**config.mk**
```make
export PLATFORM = sky130hd
export DESIGN_NAME = sid_message_deframer_top
export DESIGN_NICKNAME = d
export VERILOG_FILES = /design/src/sidd_pkg.sv /design/src/sid_message_deframer_top.sv /design/src/sidd_in_stage.sv /design/src/sidd_core.sv /design/src/sidd_out_stage.sv
export SDC_FILE = /design/constraint.sdc
export NUM_CORES = 1
export LEC_CHECK = 0
export CAP_MARGIN = 20
export CORE_ASPECT_RATIO = 2
export CORE_MARGIN = 1.5
export CORE_UTILIZATION = 35
export CTS_BUF_LIST = sky130_fd_sc_hd__clkbuf_8
export CTS_CLUSTER_SIZE = 30
export DETAILED_ROUTE_END_ITERATION = 8
export DONT_BUFFER_PORTS = 1
export MAX_ROUTING_LAYER = met4
export PLACE_DENSITY_LB_ADDON = 0.3
export RECOVER_POWER = 100
export SYNTH_ARGS = -nofsm -noshare
export SYNTH_HDL_FRONTEND = slang
export SYNTH_SLANG_ARGS = --single-unit
```
**constraint.sdc**
```tcl
create_clock -name aclk -period 6.1 [get_ports aclk]
set_input_delay 1.22 -clock aclk [delete_from_list [all_inputs] [get_ports aclk]]
set_output_delay 1.22 -clock aclk [all_outputs]
set_load 0.005 [all_outputs]
```
**src/sidd_pkg.sv**
```systemverilog
// Package: shared codes, character constants and result type for the message deframer.
`timescale 1ns / 1ps
`default_nettype none

package sidd_pkg;

    // Deframer phases
    typedef enum logic [1:0] {
        PH_HUNT   = 2'd0,
        PH_HEADER = 2'd1,
        PH_INFO   = 2'd2,
        PH_DATA   = 2'd3
    } phase_t;

    // Result status codes
    localparam logic [2:0] ST_INFO     = 3'd0;
    localparam logic [2:0] ST_DATA     = 3'd1;
    localparam logic [2:0] ST_HDR_BAD  = 3'd2;
    localparam logic [2:0] ST_INFO_BAD = 3'd3;
    localparam logic [2:0] ST_DATA_BAD = 3'd4;

    // Framing characters
    localparam logic [7:0] CH_S     = 8'h53;  // 'S'
    localparam logic [7:0] CH_OPEN  = 8'h7B;  // '{'
    localparam logic [7:0] CH_CLOSE = 8'h7D;  // '}'
    localparam logic [7:0] CH_I     = 8'h49;  // 'I'
    localparam logic [7:0] CH_D     = 8'h44;  // 'D'
    localparam logic [7:0] CH_ZERO  = 8'h30;  // '0'
    localparam logic [7:0] CH_NINE  = 8'h39;  // '9'

    // Width of the reported size fields
    localparam int SIZE_W = 20;

    // One result transaction
    typedef struct packed {
        logic [2:0]        status;
        logic [7:0]        out_byte;
        logic              part_end;
        logic [SIZE_W-1:0] info_size;
        logic [SIZE_W-1:0] data_size;
    } result_t;

endpackage

`default_nettype wire

```
**src/sid_message_deframer_top.sv**
```systemverilog
// Top level of the message deframer: input register, core and result register.
//
// Channel  Dir  tdata (low bit up)                            tuser     tlast
// s_axis   in   rx_byte[7:0]                                  -         -
// m_axis   out  out_byte[7:0] info_size[19:0] data_size[19:0] status[2:0] part_end
//
// One byte is taken per cycle while the result register is free; its result,
// if any, is loaded there as the core takes the byte out of the input register.
// Throughput is set by the single per-byte state update in the core.
// aresetn is synchronous and active low; it returns the deframer to hunting.
// While a result waits with m_axis_tready low, the core and input register hold;
// s_axis_tready is low only when the input register is full as well.
`timescale 1ns / 1ps
`default_nettype none

module sid_message_deframer_top #(
    parameter int LEN_DIGITS = 6
) (
    input  wire logic        aclk,
    input  wire logic        aresetn,
    input  wire logic        s_axis_tvalid,
    output logic             s_axis_tready,
    input  wire logic [7:0]  s_axis_tdata,   // rx_byte
    output logic             m_axis_tvalid,
    input  wire logic        m_axis_tready,
    output logic [47:0]      m_axis_tdata,   // out_byte, info_size, data_size
    output logic [2:0]       m_axis_tuser,   // status
    output logic             m_axis_tlast    // part_end
);
    import sidd_pkg::*;

    logic       take;
    logic       out_free;
    logic [7:0] cur_byte;
    logic       res_valid;
    result_t    res;
    result_t    m_res;

    sidd_in_stage u_in (
        .aclk       (aclk),
        .aresetn    (aresetn),
        .s_valid_i  (s_axis_tvalid),
        .s_ready_o  (s_axis_tready),
        .s_byte_i   (s_axis_tdata),
        .out_free_i (out_free),
        .take_o     (take),
        .byte_o     (cur_byte)
    );

    sidd_core #(
        .LEN_DIGITS (LEN_DIGITS)
    ) u_core (
        .aclk        (aclk),
        .aresetn     (aresetn),
        .take_i      (take),
        .byte_i      (cur_byte),
        .res_valid_o (res_valid),
        .res_o       (res)
    );

    sidd_out_stage u_out (
        .aclk        (aclk),
        .aresetn     (aresetn),
        .take_i      (take),
        .res_valid_i (res_valid),
        .res_i       (res),
        .out_free_o  (out_free),
        .m_valid_o   (m_axis_tvalid),
        .m_ready_i   (m_axis_tready),
        .m_res_o     (m_res)
    );

    assign m_axis_tdata = {m_res.data_size, m_res.info_size, m_res.out_byte};
    assign m_axis_tuser = m_res.status;
    assign m_axis_tlast = m_res.part_end;

endmodule

`default_nettype wire

```
**src/sidd_in_stage.sv**
```systemverilog
// Input register: holds one received byte until the core consumes it.
`timescale 1ns / 1ps
`default_nettype none

module sidd_in_stage (
    input  wire logic       aclk,
    input  wire logic       aresetn,
    input  wire logic       s_valid_i,
    output logic            s_ready_o,
    input  wire logic [7:0] s_byte_i,
    input  wire logic       out_free_i,
    output logic            take_o,
    output logic [7:0]      byte_o
);
    logic       valid_reg;
    logic       valid_next;
    logic [7:0] byte_reg;
    logic       load;

    // Stage empties whenever the result register can take its outcome
    assign take_o    = valid_reg && out_free_i;
    assign s_ready_o = !valid_reg || out_free_i;
    assign load      = s_valid_i && s_ready_o;
    assign byte_o    = byte_reg;

    always_comb begin
        valid_next = valid_reg;
        if (load) begin
            valid_next = 1'b1;
        end else if (take_o) begin
            valid_next = 1'b0;
        end
    end

    always_ff @(posedge aclk) begin
        if (!aresetn) begin
            valid_reg <= 1'b0;
        end else begin
            valid_reg <= valid_next;
        end
    end

    // Payload needs no reset
    always_ff @(posedge aclk) begin
        if (load) begin
            byte_reg <= s_byte_i;
        end
    end

endmodule

`default_nettype wire

```
**src/sidd_core.sv**
```systemverilog
// Deframer core: per-byte header decode, part counting and framing checks.
`timescale 1ns / 1ps
`default_nettype none

module sidd_core #(
    parameter int LEN_DIGITS = 6
) (
    input  wire logic       aclk,
    input  wire logic       aresetn,
    input  wire logic       take_i,
    input  wire logic [7:0] byte_i,
    output logic            res_valid_o,
    output sidd_pkg::result_t res_o
);
    import sidd_pkg::*;

    localparam int HDR_LEN  = 2 * LEN_DIGITS + 4;
    localparam int POS_W    = $clog2(HDR_LEN);
    localparam int LEN_W    = $clog2(10 ** LEN_DIGITS);
    localparam logic [POS_W-1:0] POS_INFO_END = POS_W'(2 + LEN_DIGITS);
    localparam logic [POS_W-1:0] POS_DIG_END  = POS_W'(2 + 2 * LEN_DIGITS);
    localparam logic [POS_W-1:0] POS_CLOSE    = POS_W'(HDR_LEN - 2);
    localparam logic [POS_W-1:0] POS_START    = POS_W'(2);
    localparam logic [LEN_W-1:0] MIN_LEN      = LEN_W'(4);

    phase_t           phase_reg, phase_next;
    logic [POS_W-1:0] hpos_reg, hpos_next;
    logic [LEN_W-1:0] info_len_reg, info_len_next;
    logic [LEN_W-1:0] data_len_reg, data_len_next;
    logic [LEN_W-1:0] pcount_reg, pcount_next;
    logic [7:0]       prev_reg, prev_next;

    logic [3:0]         digit;
    logic               is_digit;
    logic [LEN_W-1:0]   acc_src;
    logic [LEN_W-1:0]   acc_new;
    logic [LEN_W-1:0]   part_len;
    logic [7:0]         tag;
    logic [LEN_W:0]     pos_p1;
    logic [LEN_W:0]     pos_p2;
    logic [LEN_W:0]     len_ext;
    logic               last;
    logic               frame_ok;
    logic [LEN_W+SIZE_W-1:0] info_ext;
    logic [LEN_W+SIZE_W-1:0] data_ext;

    // Digit decode and decimal accumulate (x10 as shift-add)
    assign is_digit = (byte_i >= CH_ZERO) && (byte_i <= CH_NINE);
    assign digit    = byte_i[3:0];
    assign acc_src  = (hpos_reg < POS_INFO_END) ? info_len_reg : data_len_reg;
    assign acc_new  = LEN_W'(acc_src << 3) + LEN_W'(acc_src << 1) + LEN_W'(digit);

    // Part position versus length
    assign part_len = (phase_reg == PH_INFO) ? info_len_reg : data_len_reg;
    assign tag      = (phase_reg == PH_INFO) ? CH_I : CH_D;
    assign pos_p1   = (LEN_W + 1)'(pcount_reg) + (LEN_W + 1)'(1);
    assign pos_p2   = (LEN_W + 1)'(pcount_reg) + (LEN_W + 1)'(2);
    assign len_ext  = {1'b0, part_len};
    assign last     = (pos_p1 >= len_ext);

    always_comb begin
        if (pcount_reg == '0) begin
            frame_ok = (byte_i == tag);
        end else if (pcount_reg == LEN_W'(1)) begin
            frame_ok = (byte_i == CH_OPEN);
        end else if (pos_p2 == len_ext) begin
            frame_ok = (byte_i == CH_CLOSE);
        end else if (pos_p1 == len_ext) begin
            frame_ok = (byte_i == tag);
        end else begin
            frame_ok = 1'b1;
        end
    end

    // Low 20 bits of the decoded lengths
    assign info_ext = {{SIZE_W{1'b0}}, info_len_reg};
    assign data_ext = {{SIZE_W{1'b0}}, data_len_reg};

    // Next state and result
    always_comb begin
        phase_next    = phase_reg;
        hpos_next     = hpos_reg;
        info_len_next = info_len_reg;
        data_len_next = data_len_reg;
        pcount_next   = pcount_reg;
        prev_next     = prev_reg;
        res_valid_o   = 1'b0;
        res_o.status    = ST_HDR_BAD;
        res_o.out_byte  = byte_i;
        res_o.part_end  = 1'b0;
        res_o.info_size = info_ext[SIZE_W-1:0];
        res_o.data_size = data_ext[SIZE_W-1:0];

        case (phase_reg)
            PH_HEADER: begin
                if (hpos_reg < POS_DIG_END) begin
                    if (!is_digit) begin
                        res_valid_o     = 1'b1;
                        res_o.info_size = '0;
                        res_o.data_size = '0;
                    end else begin
                        if (hpos_reg < POS_INFO_END) begin
                            info_len_next = acc_new;
                        end else begin
                            data_len_next = acc_new;
                        end
                        hpos_next = hpos_reg + POS_W'(1);
                    end
                end else if (hpos_reg == POS_CLOSE) begin
                    if (byte_i != CH_CLOSE) begin
                        res_valid_o     = 1'b1;
                        res_o.info_size = '0;
                        res_o.data_size = '0;
                    end else begin
                        hpos_next = hpos_reg + POS_W'(1);
                    end
                end else begin
                    if (byte_i != CH_S) begin
                        res_valid_o     = 1'b1;
                        res_o.info_size = '0;
                        res_o.data_size = '0;
                    end else if (info_len_reg < MIN_LEN) begin
                        res_valid_o  = 1'b1;
                        res_o.status = ST_INFO_BAD;
                    end else if (data_len_reg < MIN_LEN) begin
                        res_valid_o  = 1'b1;
                        res_o.status = ST_DATA_BAD;
                    end else begin
                        phase_next  = PH_INFO;
                        hpos_next   = '0;
                        pcount_next = '0;
                    end
                end
            end
            PH_INFO, PH_DATA: begin
                res_valid_o = 1'b1;
                if (!frame_ok) begin
                    res_o.status = (phase_reg == PH_INFO) ? ST_INFO_BAD : ST_DATA_BAD;
                end else begin
                    res_o.status   = (phase_reg == PH_INFO) ? ST_INFO : ST_DATA;
                    res_o.part_end = last;
                    if (!last) begin
                        pcount_next = pcount_reg + LEN_W'(1);
                    end else if (phase_reg == PH_INFO) begin
                        phase_next  = PH_DATA;
                        pcount_next = '0;
                    end
                end
            end
            default: begin
                // Hunt for the opening pair
                if (prev_reg == CH_S && byte_i == CH_OPEN) begin
                    phase_next    = PH_HEADER;
                    hpos_next     = POS_START;
                    info_len_next = '0;
                    data_len_next = '0;
                    pcount_next   = '0;
                    prev_next     = '0;
                end else begin
                    phase_next = PH_HUNT;
                    prev_next  = byte_i;
                end
            end
        endcase

        // Any corrupt result or completed message resumes the hunt
        if (res_valid_o && (res_o.status >= ST_HDR_BAD ||
                            (res_o.status == ST_DATA && res_o.part_end))) begin
            phase_next  = PH_HUNT;
            hpos_next   = '0;
            pcount_next = '0;
            prev_next   = '0;
        end
    end

    always_ff @(posedge aclk) begin
        if (!aresetn) begin
            phase_reg    <= PH_HUNT;
            hpos_reg     <= '0;
            info_len_reg <= '0;
            data_len_reg <= '0;
            pcount_reg   <= '0;
            prev_reg     <= '0;
        end else if (take_i) begin
            phase_reg    <= phase_next;
            hpos_reg     <= hpos_next;
            info_len_reg <= info_len_next;
            data_len_reg <= data_len_next;
            pcount_reg   <= pcount_next;
            prev_reg     <= prev_next;
        end
    end

    // Header position stays inside the header while collecting it
    a_hpos_range: assert property (@(posedge aclk) disable iff (!aresetn)
        phase_reg == PH_HEADER |-> (hpos_reg >= POS_START &&
                                    hpos_reg <= POS_W'(HDR_LEN - 1)))
        else $error("header position out of range");

    // Part counter never reaches the part length
    a_pcount_range: assert property (@(posedge aclk) disable iff (!aresetn)
        (phase_reg == PH_INFO || phase_reg == PH_DATA) |-> pcount_reg < part_len)
        else $error("part counter past part length");

    // A corrupt result sends the deframer back to hunting
    a_bad_hunts: assert property (@(posedge aclk) disable iff (!aresetn)
        take_i && res_valid_o && res_o.status >= ST_HDR_BAD |=>
            phase_reg == PH_HUNT && prev_reg == '0)
        else $error("corrupt result did not resume the hunt");

    // End marker only on good part bytes
    a_end_good: assert property (@(posedge aclk) disable iff (!aresetn)
        res_valid_o && res_o.part_end |-> (res_o.status == ST_INFO ||
                                           res_o.status == ST_DATA))
        else $error("part end on a corrupt result");

    // Last info byte hands over to the data part
    a_info_to_data: assert property (@(posedge aclk) disable iff (!aresetn)
        take_i && res_valid_o && res_o.status == ST_INFO && res_o.part_end |=>
            phase_reg == PH_DATA && pcount_reg == '0)
        else $error("info part end did not start data part");

endmodule

`default_nettype wire

```
**src/sidd_out_stage.sv**
```systemverilog
// Result register: holds one result transaction until the sink takes it.
`timescale 1ns / 1ps
`default_nettype none

module sidd_out_stage (
    input  wire logic              aclk,
    input  wire logic              aresetn,
    input  wire logic              take_i,
    input  wire logic              res_valid_i,
    input  wire sidd_pkg::result_t res_i,
    output logic                   out_free_o,
    output logic                   m_valid_o,
    input  wire logic              m_ready_i,
    output sidd_pkg::result_t      m_res_o
);
    import sidd_pkg::*;

    logic    valid_reg;
    logic    valid_next;
    result_t res_reg;

    assign out_free_o = !valid_reg || m_ready_i;
    assign m_valid_o  = valid_reg;
    assign m_res_o    = res_reg;

    // Valid loads on every consumed byte; a byte without a result leaves it empty
    always_comb begin
        valid_next = valid_reg;
        if (take_i) begin
            valid_next = res_valid_i;
        end else if (m_ready_i) begin
            valid_next = 1'b0;
        end
    end

    always_ff @(posedge aclk) begin
        if (!aresetn) begin
            valid_reg <= 1'b0;
        end else begin
            valid_reg <= valid_next;
        end
    end

    always_ff @(posedge aclk) begin
        if (take_i && res_valid_i) begin
            res_reg <= res_i;
        end
    end

endmodule

`default_nettype wire
```
=== Word level (Yosys, flattened, before mapping) ===
Cells that the tools add are included.

* $add $sub $neg: 6
* $lt $le $gt $ge: 8
* Equality and inequality tests: 34
* Multiplexer cells: 79
* Bitwise operators: 1
* Reduce and logical (&&, ||, !) cells: 26

{| class="wikitable"
|+ Operators with widths
! kind !! count
|-
| $mux 20 || 17
|-
| $mux 40 || 6
|-
| $pmux 20 s2 || 3
|-
| $eq 21x20->1 || 2
|-
| $lt 20x3->1 const B || 2
|-
| $mux 4 || 10
|-
| $eq 8x7->1 const B || 3
|-
| $mux 8 || 3
|-
| $add 20x1->21 const B || 1
|-
| $add 20x2->21 const B || 1
|-
| $ge 21x20->1 || 1
|-
| $mux 3 || 7
|-
| $add 20x1->20 const B || 1
|-
| $add 20x20->20 || 1
|-
| $add 20x4->20 || 1
|-
| $eq 20x1->1 const B || 1
|-
| $logic_not 20->1 || 1
|-
| $mux 1 || 19
|-
| $mux 19 || 1
|-
| $mux 2 || 9
|-
| $reduce_and 9->1 || 2
|-
| $ne 8x7->1 const B || 2
|-
| $ne 3x3->1 const B || 5
|-
| $ne 5x3->1 const B || 3
|-
| other kinds (32) || 52
|}

* Register bits after elaboration: 136
* Bits of input ports: 12
* Output and inout bits: 54
* Logic and storage cells: 168

=== Logic depth before layout (Yosys ltp) ===
Gate-level depths: netlist of run 1.

* Depth after elaboration: 15
* Mapped depth: 18
* Mapped depth without buffers: 15

=== Cells and area by module ===
A second synthesis of run 1 with hierarchy kept.

* Cell total of the unflattened synthesis: 972
* Area total of the unflattened synthesis: 9107.5 sq um

{| class="wikitable"
|+ Modules (own cells, without submodules)
! module !! instances !! cells an instance !! area each (sq um) !! sequential area each (sq um)
|-
| sidd_core || 1 || 901 || 7189.4 || 1481.4
|-
| sidd_out_stage || 1 || 57 || 1612.8 || 1581.5
|-
| sidd_in_stage || 1 || 14 || 305.3 || 260.2
|}

=== Least setup slack after synthesis of run 1 ===
Ideal clock, no wire load.

* Path kind: reg2reg
* From: register u_core.info_len_reg[3]
* To: register u_out.res_reg, in the netlist u_out.m_res_o[0], enable pin
* Library setup time: 0.465 ns
* Data arrival time: 3.882 ns
* Data required time: 5.635 ns
* Slack: 1.753 ns
* Stages on the path, launching flop included: 7
* Path buffers: 0
* Period minus slack after synthesis: 4.347 ns
* Cell sequence: dfxtp_1 -> or4_1 -> nor4_1 -> nor2_1 -> o21ai_0 -> a21oi_1 -> nor2_1

* Cells in the longest elaborated chain, start to end: 7

{| class="wikitable"
|+ Ends and longest elaborated chain
! what !! line !! text
|-
| start, declared || sidd_core.sv:28 || <nowiki>logic [LEN_W-1:0] info_len_reg, info_len_next;</nowiki>
|-
| start signal, assigned || sidd_core.sv:187 || <nowiki>info_len_reg <= info_len_next;</nowiki>
|-
| $lt 20x3->1 || sidd_core.sv:122 || <nowiki>end else if (info_len_reg < MIN_LEN) begin</nowiki>
|-
| $mux 1 || sidd_core.sv:122 ||
|-
| $mux 1 || sidd_core.sv:118 || <nowiki>if (byte_i != CH_S) begin</nowiki>
|-
| $mux 1 || sidd_core.sv:109 || <nowiki>end else if (hpos_reg == POS_CLOSE) begin</nowiki>
|-
| $mux 1 || sidd_core.sv:96 || <nowiki>if (hpos_reg < POS_DIG_END) begin</nowiki>
|-
| $pmux 1 s2 || sidd_core.sv:94 || <nowiki>case (phase_reg)</nowiki>
|-
| $logic_and 1x1->1 || sidd_out_stage.sv:45 || <nowiki>if (take_i && res_valid_i) begin</nowiki>
|-
| end signal, assigned || sidd_out_stage.sv:46 || <nowiki>res_reg <= res_i;</nowiki>
|-
| end, declared || sidd_out_stage.sv:20 || <nowiki>result_t res_reg;</nowiki>
|}

No other way between the ends.
A chain may end at the register's enable or synchronous reset.

=== Final worst setup path of run 1 ===
* From: register u_core.phase_reg[0]
* To: register u_core.phase_reg[0]

* Cells in the longest elaborated chain, start to end: 15
* Elaborated cells between the ends (all ways): 37
* Those cells by class: order compare (2); eq/ne (15); mux (15); reduce/logical (5)

{| class="wikitable"
|+ Ends and longest elaborated chain
! what !! line !! text
|-
| start, declared || sidd_core.sv:26 || <nowiki>phase_t phase_reg, phase_next;</nowiki>
|-
| start signal, assigned || sidd_core.sv:185 || <nowiki>phase_reg <= phase_next;</nowiki>
|-
| branches (longest 15 deep; another with $ge 3x2->1) || - ||
|}

Parallel ways; which one is timed is not known.

==> impl_metrics.env, run 1 <==
export IMPL_pin_count=66
export IMPL_drt_iter0_markers=414
export IMPL_cts_resized=0
export IMPL_grt_pass1_wl_um=39100
export IMPL_syn_inst=919
export IMPL_yosysUniqueCellTypes=69
export IMPL_timing_rr_end="u_core.phase_reg[0]"
export IMPL_firstDrtPassIters=5
export IMPL_reg2regPathDepth=14
export IMPL_synth_fp_nets=994
export IMPL_areaGrowthSynthToFinish_pct=6.06
export IMPL_vias=6957
export IMPL_stdcell_count=1192
export IMPL_status="finished, violations left"
export IMPL_r2r_slack_ps=1120
export IMPL_final_area_mm2=0.00904
export IMPL_rsz0062_at_grt="no"
export IMPL_grtUsageTotal_pct=21.0
export IMPL_arrival_ps=5230
export IMPL_largest_reg_flops=52
export IMPL_rows=80
export IMPL_r2r_start="u_core.phase_reg[0]"
export IMPL_synth_top_area_share_pct=21.1
export IMPL_seq_area_mm2=0.00332
export IMPL_dp_cells=1160
export IMPL_post_route_period_util_pct=81.7
export IMPL_fmax_ghz=0.201
export IMPL_synthTopCellsByArea="edfxtp_1 (21%), dfxtp_1 (18%), ha_1 (9.0%)"
export IMPL_overflow=0
export IMPL_core_mm2=0.0239
export IMPL_fin_skew_ps=12.0
export IMPL_ctsHoldBuffers=0
export IMPL_synth_top_flop_cell="dfxtp_1"
export IMPL_cap_violations=3
export IMPL_ys_seq_area_share_pct=39.0
export IMPL_fin_ws_ps=1120
export IMPL_min_from="u_core.prev_reg[6]"
export IMPL_drc=0
export IMPL_synth_area_mm2=0.00852
export IMPL_insertion_delay_ps=480
export IMPL_clock_tree_buffer_depth=2
export IMPL_grt_busiest_layer="met2"
export IMPL_die_w_um=113
export IMPL_worstSetupEndpoint="u_core.phase_reg[0]"
export IMPL_antenna_left=0
export IMPL_diodes=0
export IMPL_cts_htree_levels=4
export IMPL_grtUsageMet3_pct=2.98
export IMPL_use_met1_pct=20.1
export IMPL_chipHeight_um=224
export IMPL_syn_avg_cell_area_um2=9.27
export IMPL_critPathRequiredTime_ps=6340
export IMPL_path_class="reg2reg"
export IMPL_cellPowerDensity_mw_per_mm2=192
export IMPL_nFillCells=2400
export IMPL_start_util_pct=35.6
export IMPL_slew_headroom_pct=-106
export IMPL_cts_tree="done"
export IMPL_port_buffers=0
export IMPL_crit_path_max_fanout=24
export IMPL_cts_root_buf="clkbuf_8"
export IMPL_hpwl_um=18900
export IMPL_grt_max_degree=60
export IMPL_synth_largest_area_cell="edfxtp_1"
export IMPL_tightestPinTransition_ps=3090
export IMPL_layout_drive_gt1_share_pct=6.96
export IMPL_finalSetupTns_ps=0
export IMPL_drv_slew=125
export IMPL_synth_edf_count=60
export IMPL_pre_cts_ws_ps=1580
export IMPL_hp_class="reg2reg"
export IMPL_multi_input_area_mm2=0.00486
export IMPL_dieArea_mm2=0.0254
export IMPL_cp_end_kind="flip-flop"
export IMPL_post_cts_buffers=0
export IMPL_synth_warnings=0
export IMPL_async_flop_share_pct=0
export IMPL_fin_crit_ps=4980
export IMPL_cts_sinks=136
export IMPL_viasPerCell=5.84
export IMPL_post_route_util_pct=37.8
export IMPL_finalHoldViolCount=0
export IMPL_totalWireLength_um=25200
export IMPL_clk_pin_slew_ps=80
export IMPL_setup_viol=0
export IMPL_fin_nets=967
export IMPL_violations="max-capacitance violations, max-slew violations"
export IMPL_crit_start="u_core.phase_reg[0]"
export IMPL_cts_buffers=17
export IMPL_p_leak_uw=0.00355
export IMPL_gp_congestion=0.991
export IMPL_ir_drop_uv=117
export IMPL_gr_usage_met2_pct=39.2
export IMPL_ys_ff_latch=136
export IMPL_first_global_vias=6928
export IMPL_place_area_mm2=0.00871
export IMPL_antenna_found_initial=0
export IMPL_start_kind="flip-flop"
export IMPL_wl_per_cell_um=21.1
metrics by stage:
step,hold slack [ps],power (uW)
global placement,459,1050
finish,489,1740
detailed placement,473,1050
CTS,485,1760
floorplan,448,1030
global route,497,1800
cells in the mapped netlist (7+ instances only):
master / count
a32oi_1: 19
nand2_1: 75
xnor2_1: 41
xor2_1: 19
edfxtp_1: 60
a31oi_1: 7
mux2_2: 18
clkbuf_1: 37
inv_1: 18
nor2_1: 73
o21ai_1: 11
dfxtp_1: 76
mux2i_1: 25
nor4_1: 18
and3_1: 15
ha_1: 61
nor3_1: 20
o21ai_0: 16
buf_2: 7
nand4_1: 15
or4_1: 8
a21oi_1: 50
nand3_1: 58
o211ai_1: 9
a21o_1: 7
nand2b_1: 7
a211oi_1: 8
nor2b_1: 57
worst min path at each step:
stage | to | cells after the start | slack (ps)
final | u_core.prev_reg[6] | 2 | 490
after global routing | u_core.prev_reg[6] | 2 | 500
after CTS | u_core.prev_reg[2] | 2 | 480
after detailed placement | u_core.prev_reg[6] | 2 | 470
after global placement | u_core.prev_reg[6] | 2 | 460
after floorplan | u_core.prev_reg[4] | 2 | 450
cell families (layout without fill, tap and decap cells):
kind of cell    count (synthesis)  after routing  synth area share [%]
simple gates                  378            378                  23.0
compound gates                163            163                  12.8
flops                         136            136                  39.0
buf+inv                        74             60                  3.93
fa+ha+maj                      63             63                  9.42
xor+xnor                       61             61                  6.43
mux                            44             44                  5.48
metal layers:
| layer | share of wire, % | vias to the layer above |
|---|---|---|
| met3 | 3.6 | 82 |
| met4 | 5.6 | 0 |
| met1 | 35 | 3369 |
| met5 | 0 | - |
| met2 | 55 | 195 |
| li1 | - | 3311 |
critical path, stage by stage, from the launching register on:
cell and delay [ps]:
dfxtp_1 600, nand2b_1 880, clkbuf_1 350, mux2i_1 370, ha_1 230, nand4_1 130
nor3_1 430, and2_0 220, a31oi_1 90, o32a_1 180, nand2_1 70, a21oi_1 130
buf_4 320, a21oi_1 590, o32ai_1 150
where the power goes:
part           switching [uW]  total [uW]  leakage (uW)  internal [uW]
logic                    38.1        52.0       0.00216           13.9
clock network             388         711      0.000189            323
registers                14.0         973       0.00120            959
cell type report:
cell class	count	share of cell area, %
Sequential cell	136	36.8
Clock buffer	17	2.59
Clock inverter	15	1.44
Tap cell	287	3.97
Multi-Input combinational cell	709	53.8
Timing Repair Buffer	10	0.720
Inverter	18	0.747
cells in the final DEF (no fill, tap or decap), drive strengths merged, types with 5 or more instances in the layout:
master and count:
o211ai 9, a21oi 52, o21ai 27, mux2i 26, nor4 20, xor2 19, nand3 58, a21o 7
ha 61, dfxtp 76, or3 6, nor2 73, a32oi 19, buf 7, nand2 75, nand4 15
clkinv 6, mux2 18, nor2b 57, or2 5, inv 24, a211oi 9, and3 15, nand2b 7
edfxtp 60, xnor2 41, nor3 20, clkbuf 20, or4 8, a31oi 7
Note: power is estimated with default switching activity, not from simulation.
==> run 2: changes to the inputs <==
==> constraint.sdc (replaced) <==
create_clock -name aclk -period 4.3 [get_ports aclk]
set_input_delay 0.86 -clock aclk [delete_from_list [all_inputs] [get_ports aclk]]
set_output_delay 0.86 -clock aclk [all_outputs]
set_load 0.005 [all_outputs]
==> run 2 against run 1 <==
Net effect: the run still ends with max-capacitance violations, max-slew violations left; largest power group unchanged; sequential power increased by 42%; critical endpoint is now u_core.hpos_reg[3]; final cell count increased by 2.3%; core utilization increased by 1.3 points.
==> impl_metrics.env, run 2 (synthesis gave the netlist of run 1 again) <==
export IMPL_status="finished, violations left"
export IMPL_violations="max-capacitance violations, max-slew violations"
export IMPL_die_w_um=113
export IMPL_fin_crit_ps=4070
export IMPL_layout_drive_gt1_share_pct=10.3
export IMPL_critical_path_max_stage_delay_ps=520
export IMPL_hp_class="in2reg"
export IMPL_antenna_left=0
export IMPL_clk_pin_slew_ps=100
export IMPL_crit_chain="nand4_1 -> or2_1 -> or3_1 -> or2_2 -> xnor2_1 -> ha_1 -> nand4_1 -> nor3_1 -> and2_1 -> a31oi_1 -> o32a_1 -> nand2_1 -> a21oi_2 -> buf_4 -> a21o_1 -> o221a_1"
export IMPL_cts_buffers=17
export IMPL_finalHoldViolCount=0
export IMPL_drc=0
export IMPL_worst_path_stages=16
export IMPL_setup_viol=0
export IMPL_final_area_mm2=0.00935
export IMPL_cts_htree_levels=4
export IMPL_insertion_delay_ps=480
export IMPL_path_delay_family="simple AND/OR/NAND/NOR gates"
export IMPL_post_cts_buffers=0
export IMPL_fmax_ghz=0.246
export IMPL_totalWireLength_um=26000
export IMPL_gp_congestion=0.939
export IMPL_critPathRequiredTime_ps=4680
export IMPL_cap_violations=3
export IMPL_antenna_found_initial=1
export IMPL_first_global_vias=7104
export IMPL_cp_end_kind="flip-flop"
export IMPL_fin_nets=993
export IMPL_p_leak_uw=0.00372
export IMPL_drt_iter0_markers=395
export IMPL_cellPowerDensity_mw_per_mm2=285
export IMPL_finalSetupTns_ps=0
export IMPL_grt_pass1_wl_um=40300
export IMPL_vias=7001
export IMPL_fin_skew_ps=19.2
export IMPL_arrival_ps=4450
export IMPL_nFillCells=2409
export IMPL_grtUsageTotal_pct=21.8
export IMPL_cts_root_buf="clkbuf_8"
export IMPL_core_mm2=0.0239
export IMPL_timing_rr_end="u_core.hpos_reg[3]"
export IMPL_firstDrtPassIters=8
export IMPL_clock_tree_buffer_depth=2
export IMPL_min_path_cells=0
export IMPL_cts_sinks=136
export IMPL_overflow=0
export IMPL_hpwl_um=19800
export IMPL_start_util_pct=35.6
export IMPL_pin_count=66
export IMPL_rows=80
export IMPL_final_cell_mix="nand2_1 (75), dfxtp_1 (74), nor2_1 (71), ha_1 (61), edfxtp_1 (60)"
export IMPL_reg2regPathDepth=16
export IMPL_cpMostUsedCell="nand4_1"
export IMPL_viasPerCell=5.74
export IMPL_seq_area_mm2=0.00333
export IMPL_place_area_mm2=0.00892
export IMPL_r2r_slack_ps=230
export IMPL_crit_path_max_fanout=8
export IMPL_rsz0062_at_grt="no"
export IMPL_areaGrowthSynthToFinish_pct=9.66
export IMPL_drv_slew=115
export IMPL_multi_input_area_mm2=0.00487
export IMPL_r2r_start="u_core.pcount_reg[8]"
export IMPL_tightestPinTransition_ps=1780
export IMPL_hold_path_endpoint="u_in.byte_o[7]"
export IMPL_largest_reg_flops=52
export IMPL_critical_path_buf_inv_count=1
export IMPL_slew_headroom_pct=-19.0
export IMPL_cp_slowest_cell="dfxtp_1"
export IMPL_min_from="s_axis_tdata[7]"
export IMPL_ir_drop_uv=157
export IMPL_post_route_period_util_pct=94.6
export IMPL_wl_per_cell_um=21.3
export IMPL_chipHeight_um=224
export IMPL_path_class="reg2reg"
export IMPL_start_kind="flip-flop"
export IMPL_crit_start="u_core.pcount_reg[8]"
export IMPL_cts_tree="done"
export IMPL_grt_max_degree=46
export IMPL_dieArea_mm2=0.0254
export IMPL_final_common_cell="nand2_1"
export IMPL_port_buffers=0
[run 2: worst max-delay path by stage]
| stage | endpoint | slack (ps) |
|---|---|---|
| floorplan | u_core.data_len_reg[19] | 150 |
| global placement | u_core.hpos_reg[3] | 290 |
| detailed placement | u_core.hpos_reg[3] | 240 |
| CTS | u_core.hpos_reg[3] | 220 |
| global route | u_core.hpos_reg[3] | 30 |
| finish | u_core.hpos_reg[3] | 230 |
[run 2: worst reg2reg max path: cells and delay by family (launching register included)]
kind,cells,cell delay [ps]
flops,1,520
fa+ha+maj,1,280
buf+inv,1,190
simple gates,8,2030
compound gates,5,820
xor+xnor,1,140
[run 2: report_power, final]
| group | internal (uW) | switching, uW | leakage [uW] |
|---|---|---|---|
| clock network | 598 | 606 | 0.000220 |
| registers | 1360 | 18.0 | 0.00119 |
| logic | 24.3 | 58.6 | 0.00231 |
[run 2: area by class of cell]
| type | count | share of cell area (%) |
|---|---|---|
| multi-input cells | 709 | 52.1 |
| clock inverters | 15 | 2.26 |
| inverters | 18 | 0.723 |
| clock buffers | 17 | 2.50 |
| repair buffers | 36 | 2.96 |
| flip-flops and latches | 136 | 35.6 |
| diodes | 1 | 0.0268 |
| well taps | 287 | 3.84 |
[run 2: what timing repair did]
| action | CTS | global route |
|---|---|---|
| hold buffers | 0 | 0 |
| resized for setup | 0 | 2 |
| endpoints found under the setup margin | 0 | 1 |
| hold endpoints to repair | 0 | 0 |
[run 2: routing by layer]
metal	vias to the layer above	track usage (%)	wire length [um]
li1	3374	-	-
met1	3373	20.9	9360
met2	168	40.1	14300
met3	86	3.08	613
met4	0	14.2	1680
met5	-	-	0
[run 2: per-stage QoR]
step	hold WS [ps]	instances	total power, uW	utilization (%)	setup WS, ps
3_5_place_dp	468	1186	1490	37.3	243
4_1_cts	434	1218	2690	39.1	220
5_1_grt	436	1219	2750	39.1	29.2
3_3_place_gp	459	1186	1490	37.3	292
6_report	475	1219	2660	39.1	232
2_1_floorplan	448	919	1470	-	148
